==> src/hw/rtl/btm_pkg.sv <==
// ----------------------------------------------------------------------------
// btm_pkg
// Shared types and constants of the binary template matcher.
// ----------------------------------------------------------------------------
package btm_pkg;

  localparam int unsigned PAT_BITS_W = 64;   // pattern register width
  localparam int unsigned PAT_ROW_W  = 8;    // one pattern row per byte
  localparam int unsigned PSIZE_W    = 4;    // pattern width/height registers
  localparam int unsigned ISIZE_W    = 11;   // image width/height registers
  localparam int unsigned COORD_W    = 10;   // match_x / match_y
  localparam int unsigned COUNT_W    = 20;   // match_count
  localparam int unsigned CFG_IDX_W  = 3;

  localparam logic [COUNT_W-1:0] COUNT_MAX = '1;

  // register indexes on the configuration port
  localparam logic [CFG_IDX_W-1:0] CFG_PATTERN_BITS   = 3'd0;
  localparam logic [CFG_IDX_W-1:0] CFG_PATTERN_WIDTH  = 3'd1;
  localparam logic [CFG_IDX_W-1:0] CFG_PATTERN_HEIGHT = 3'd2;
  localparam logic [CFG_IDX_W-1:0] CFG_IMAGE_WIDTH    = 3'd3;
  localparam logic [CFG_IDX_W-1:0] CFG_IMAGE_HEIGHT   = 3'd4;

  // register reset values
  localparam logic [PAT_BITS_W-1:0] RST_PATTERN_BITS = '0;
  localparam logic [PSIZE_W-1:0]    RST_PATTERN_SIZE = 4'd8;
  localparam logic [ISIZE_W-1:0]    RST_IMAGE_SIZE   = 11'd1024;

  // control shared by every cell of the window chain
  typedef struct packed {
    logic                  shift;    // a word moves through the window
    logic [PSIZE_W-1:0]    ph;       // effective pattern height, 1..MAX_PATTERN
    logic [PAT_ROW_W-1:0]  rmask;    // low pattern-width bits set
    logic [PAT_BITS_W-1:0] pattern;
  } cell_ctrl_t;

  // pattern size: zero acts as one, oversize acts as the maximum
  function automatic logic [PSIZE_W-1:0] clamp_pat(input logic [PSIZE_W-1:0] v,
                                                   input logic [PSIZE_W-1:0] vmax);
    logic [PSIZE_W-1:0] r;
    r = v;
    if (v == '0) begin
      r = 4'd1;
    end else if (v > vmax) begin
      r = vmax;
    end
    return r;
  endfunction

endpackage

==> src/hw/rtl/btm_cell.sv <==
// ----------------------------------------------------------------------------
// btm_cell
// One window row: shifts in its column bit and checks the row against its
// pattern row, passing the running match on to the next cell.
// ----------------------------------------------------------------------------
module btm_cell #(
  parameter int unsigned P = 8,   // window width
  parameter int unsigned K = 0    // rows above the current row
) (
  input  logic                clk_i,
  input  logic                rst_ni,
  input  btm_pkg::cell_ctrl_t ctrl_i,
  input  logic                bit_i,
  input  logic                match_i,
  output logic                match_o
);
  import btm_pkg::*;

  logic [P-1:0]       row_q, row_d;
  logic [PSIZE_W-1:0] pat_idx;
  logic               active;
  logic [P-1:0]       want, have;

  assign row_d   = {row_q[P-2:0], bit_i};
  assign active  = (PSIZE_W'(K) < ctrl_i.ph);
  assign pat_idx = ctrl_i.ph - 4'd1 - PSIZE_W'(K);
  assign want    = ctrl_i.pattern[{pat_idx[2:0], 3'b000} +: P] & ctrl_i.rmask[P-1:0];
  assign have    = row_d & ctrl_i.rmask[P-1:0];
  assign match_o = match_i & (!active || (want == have));

  always_ff @(posedge clk_i or negedge rst_ni) begin
    if (!rst_ni) begin
      row_q <= '0;
    end else if (ctrl_i.shift) begin
      row_q <= row_d;
    end
  end

endmodule
==> config.mk <==
export PLATFORM = sky130hd
export DESIGN_NAME = btm_cell
export DESIGN_NICKNAME = d
export VERILOG_FILES = /design/src/hw/rtl/btm_pkg.sv /design/src/hw/rtl/btm_cell.sv
export SDC_FILE = /design/constraint.sdc
export NUM_CORES = 1
export LEC_CHECK = 0
export BUFFER_PORTS_ARGS = -buffer_cell sky130_fd_sc_hd__buf_2
export CORE_MARGIN = 2
export CORE_UTILIZATION = 38
export DETAILED_ROUTE_END_ITERATION = 12
export PLACE_DENSITY_LB_ADDON = 0.12
export SYNTH_ARGS = -nofsm -noshare
export SYNTH_HDL_FRONTEND = slang
export SYNTH_SLANG_ARGS = --single-unit
==> constraint.sdc <==
create_clock -name clk_i -period 3.4 [get_ports clk_i]
set_clock_uncertainty 0.2 [all_clocks]
set_input_delay 0.34 -clock clk_i [delete_from_list [all_inputs] [get_ports clk_i]]
set_output_delay 0.34 -clock clk_i [all_outputs]
set_load 0.02 [all_outputs]
==> flow_summary.toml <==
[drt]
firstDrtPassIters = 2
vias = 926
drt_iter0_drc = 7
routed_wl_um = 2420
wl_per_cell_um = 13.1
drcViolationCount = 0
viasPerCell = 5.03
detail-route-antenna-nets = 0

[yosys]
ys_top_cells_by_area = "mux4_2 (33%), dfrtp_1 (18%), mux2_2 (8.2%)"
ys_warn_count = 0
syn_nets = 154
netlist_area_um2 = 966
yosysSeqAreaShare = 0.181
yosys.area.top_type_share = 0.326
synth.ff_latch_count = 7
yosys.area.top_type = "mux4_2"
synth_cells = 72
synth_cell_types = 24
avgSynthCellArea_um2 = 13.4

[clock_tree]
htreeDepth = 1
worstSkewPairLatency_ns = 0.25
cts_root_buf = "clkbuf_4"
cts_buffer_depth = 2
cts_tree = "yes"
cts_buffers = 3
clkTransAtPathRegs_ns = 0.06
clkSinkCount = 7
cts_resized = 0

[cells_and_area]
final_common_cell = "buf_2"
layout_common_cells = "buf_2 (81), mux4_2 (14), xnor2_1 (8)"
nets = 237
final_cells = 184
top_register = "row_q"
largest_reg_flops = 7
top_regs = "row_q x7"
syn_to_final_growth_pct = 45.9
antennaDiodeCount = 0
drive_gt1_frac = 0.708

[floorplanning]
io_pins = 82
die_x_um = 54.4
dieArea_um2 = 2960
fp-row-count = 18
dieHeight_um = 54.4
start_util = 0.397
coreArea_um2 = 2430

[timing]
slew-limit-headroom = 0.596
clock.fmax_mhz = 327
rsz0062_at_grt = "no"
holdWs_ns = 0.153
setup_violations = 0
finalCritPeriodShare = 0.901
timing.setup.tns_ns = 0
hold_viol_final = 0
worstMarginPinSlew_ns = 0.606
slew_viol_final = 0
fin_ws_ns = 0.337
min_period_ns = 3.06

[critical_path]
crit_type = "in -> out"
crit_path_end_kind = "primary output"
critical_path_peak_fanout = 16
crit_required_ns = 2.86
worstPathArrival_ns = 2.52
critPathLaunchType = "input pin"

[placement]
dp_slack_ns = 0.332
gp_congestion = 0.797
dp_cells = 179
numPortBuffers = 81
hpwl_um = 2180

[outcome]
status = "finished clean"

[grt]
grt_pass1_vias = 894
grt_start_max_net_pins = 17
grtUsageTotal = 0.168
overflow = 0
antenna_found_initial = 0
grt_pass1_wl_um = 3590

[pwr]
sw_frac_of_total = 0.320
pwr-share-clk = 0.181
p_switching_w = 0.000136
p_per_area_nw_per_um2 = 303
p_leak_nw = 0.696
power_frac_comb = 0.517
p_int_w = 0.000290
ir_drop_v = 0.000196
p_total_w = 0.000426
seqPwrFrac = 0.301

[run]
drv_cap = 0

[hold_path]
hold_class = "in -> reg"
==> cells in the mapped netlist (all sizes together) <==
| cell type | instances |
|---|---|
| dfrtp | 7 |
| mux2i | 6 |
| nand2b | 1 |
| nor4bb | 1 |
| a221oi | 1 |
| xnor2 | 10 |
| nand2 | 6 |
| clkbuf | 2 |
| o21ai | 1 |
| nor4 | 1 |
| a22oi | 1 |
| and3 | 1 |
| mux4 | 16 |
| buf | 3 |
| inv | 2 |
| xor2 | 2 |
| mux2 | 7 |
| o22ai | 2 |
| ha | 1 |
| a31o | 1 |
==> layout make-up <==
| type | instances | area, um2 |
|---|---|---|
| inverters | 2 | 7.51 |
| repair buffers | 83 | 423 |
| clock buffers | 4 | 26.3 |
| flip-flops and latches | 7 | 175 |
| well taps | 30 | 37.5 |
| fillers | 236 | 1020 |
| multi-input cells | 58 | 739 |
==> power groups by stage <==
stage / clock (W) / combinational, W / sequential (W)
floorplan: 0 / 0.000159 / 0.000123
global placement: 0 / 0.000218 / 0.000129
detailed placement: 0 / 0.000222 / 0.000130
CTS: 0.0000784 / 0.000224 / 0.000129
global route: 0.0000813 / 0.000242 / 0.000131
finish: 0.0000774 / 0.000221 / 0.000128
==> layer usage <==
layer / GRT usage / up-vias / part of all wire
li1: - / 454 / -
met1: 0.198 / 420 / 0.41
met2: 0.319 / 52 / 0.48
met3: 0.0328 / 0 / 0.11
met4: 0.0250 / 0 / 0
met5: 0 / - / 0
==> logic make-up (layout without fill, tap and decap cells) <==
kind of cell	count (synthesis)	after routing	share of synthesized area
compound gates	6	6	0.0505
mux	29	29	0.525
simple gates	10	10	0.0531
xor+xnor	12	12	0.124
fa+ha+maj	1	1	0.0130
flops	7	7	0.181
buf+inv	7	89	0.0531
==> what timing repair did <==
| action | in CTS | in global routing |
|---|---|---|
| endpoints found under the hold margin | 7 | 0 |
| setup buffers | 0 | 0 |
| hold buffers | 1 | 0 |
==> worst max-delay path: stages <==
cell    delay (ns)
buf_2         0.09
inv_1         0.04
ha_1          0.67
mux4_2        0.41
xor2_1        0.15
and3_1        0.17
nor4_1        0.31
a31o_1        0.19
buf_2         0.16
==> through the flow <==
| stage | area, um2 | utilization |
|---|---|---|
| 5_1_grt | 1410 | 0.579 |
| 6_report | 1410 | 0.579 |
| 4_1_cts | 1410 | 0.579 |
| 2_1_floorplan | 966 | - |
| 3_5_place_dp | 1370 | 0.564 |
| 3_3_place_gp | 1370 | 0.564 |
==> worst paths after layout <==
kind,from,endpoint,slack (ns),cells after the start
max,ctrl_i[72],match_o,0.34,9
min,bit_i,row_q[0],0.15,2
max reg2reg,row_q[3],row_q[3],2.38,1
min reg2reg,row_q[5],row_q[5],0.36,1
max in group asynchronous,rst_ni,row_q[3],2.60,2
min in group asynchronous,rst_ni,row_q[1],0.25,2
Power figures use the tool's default switching activity.
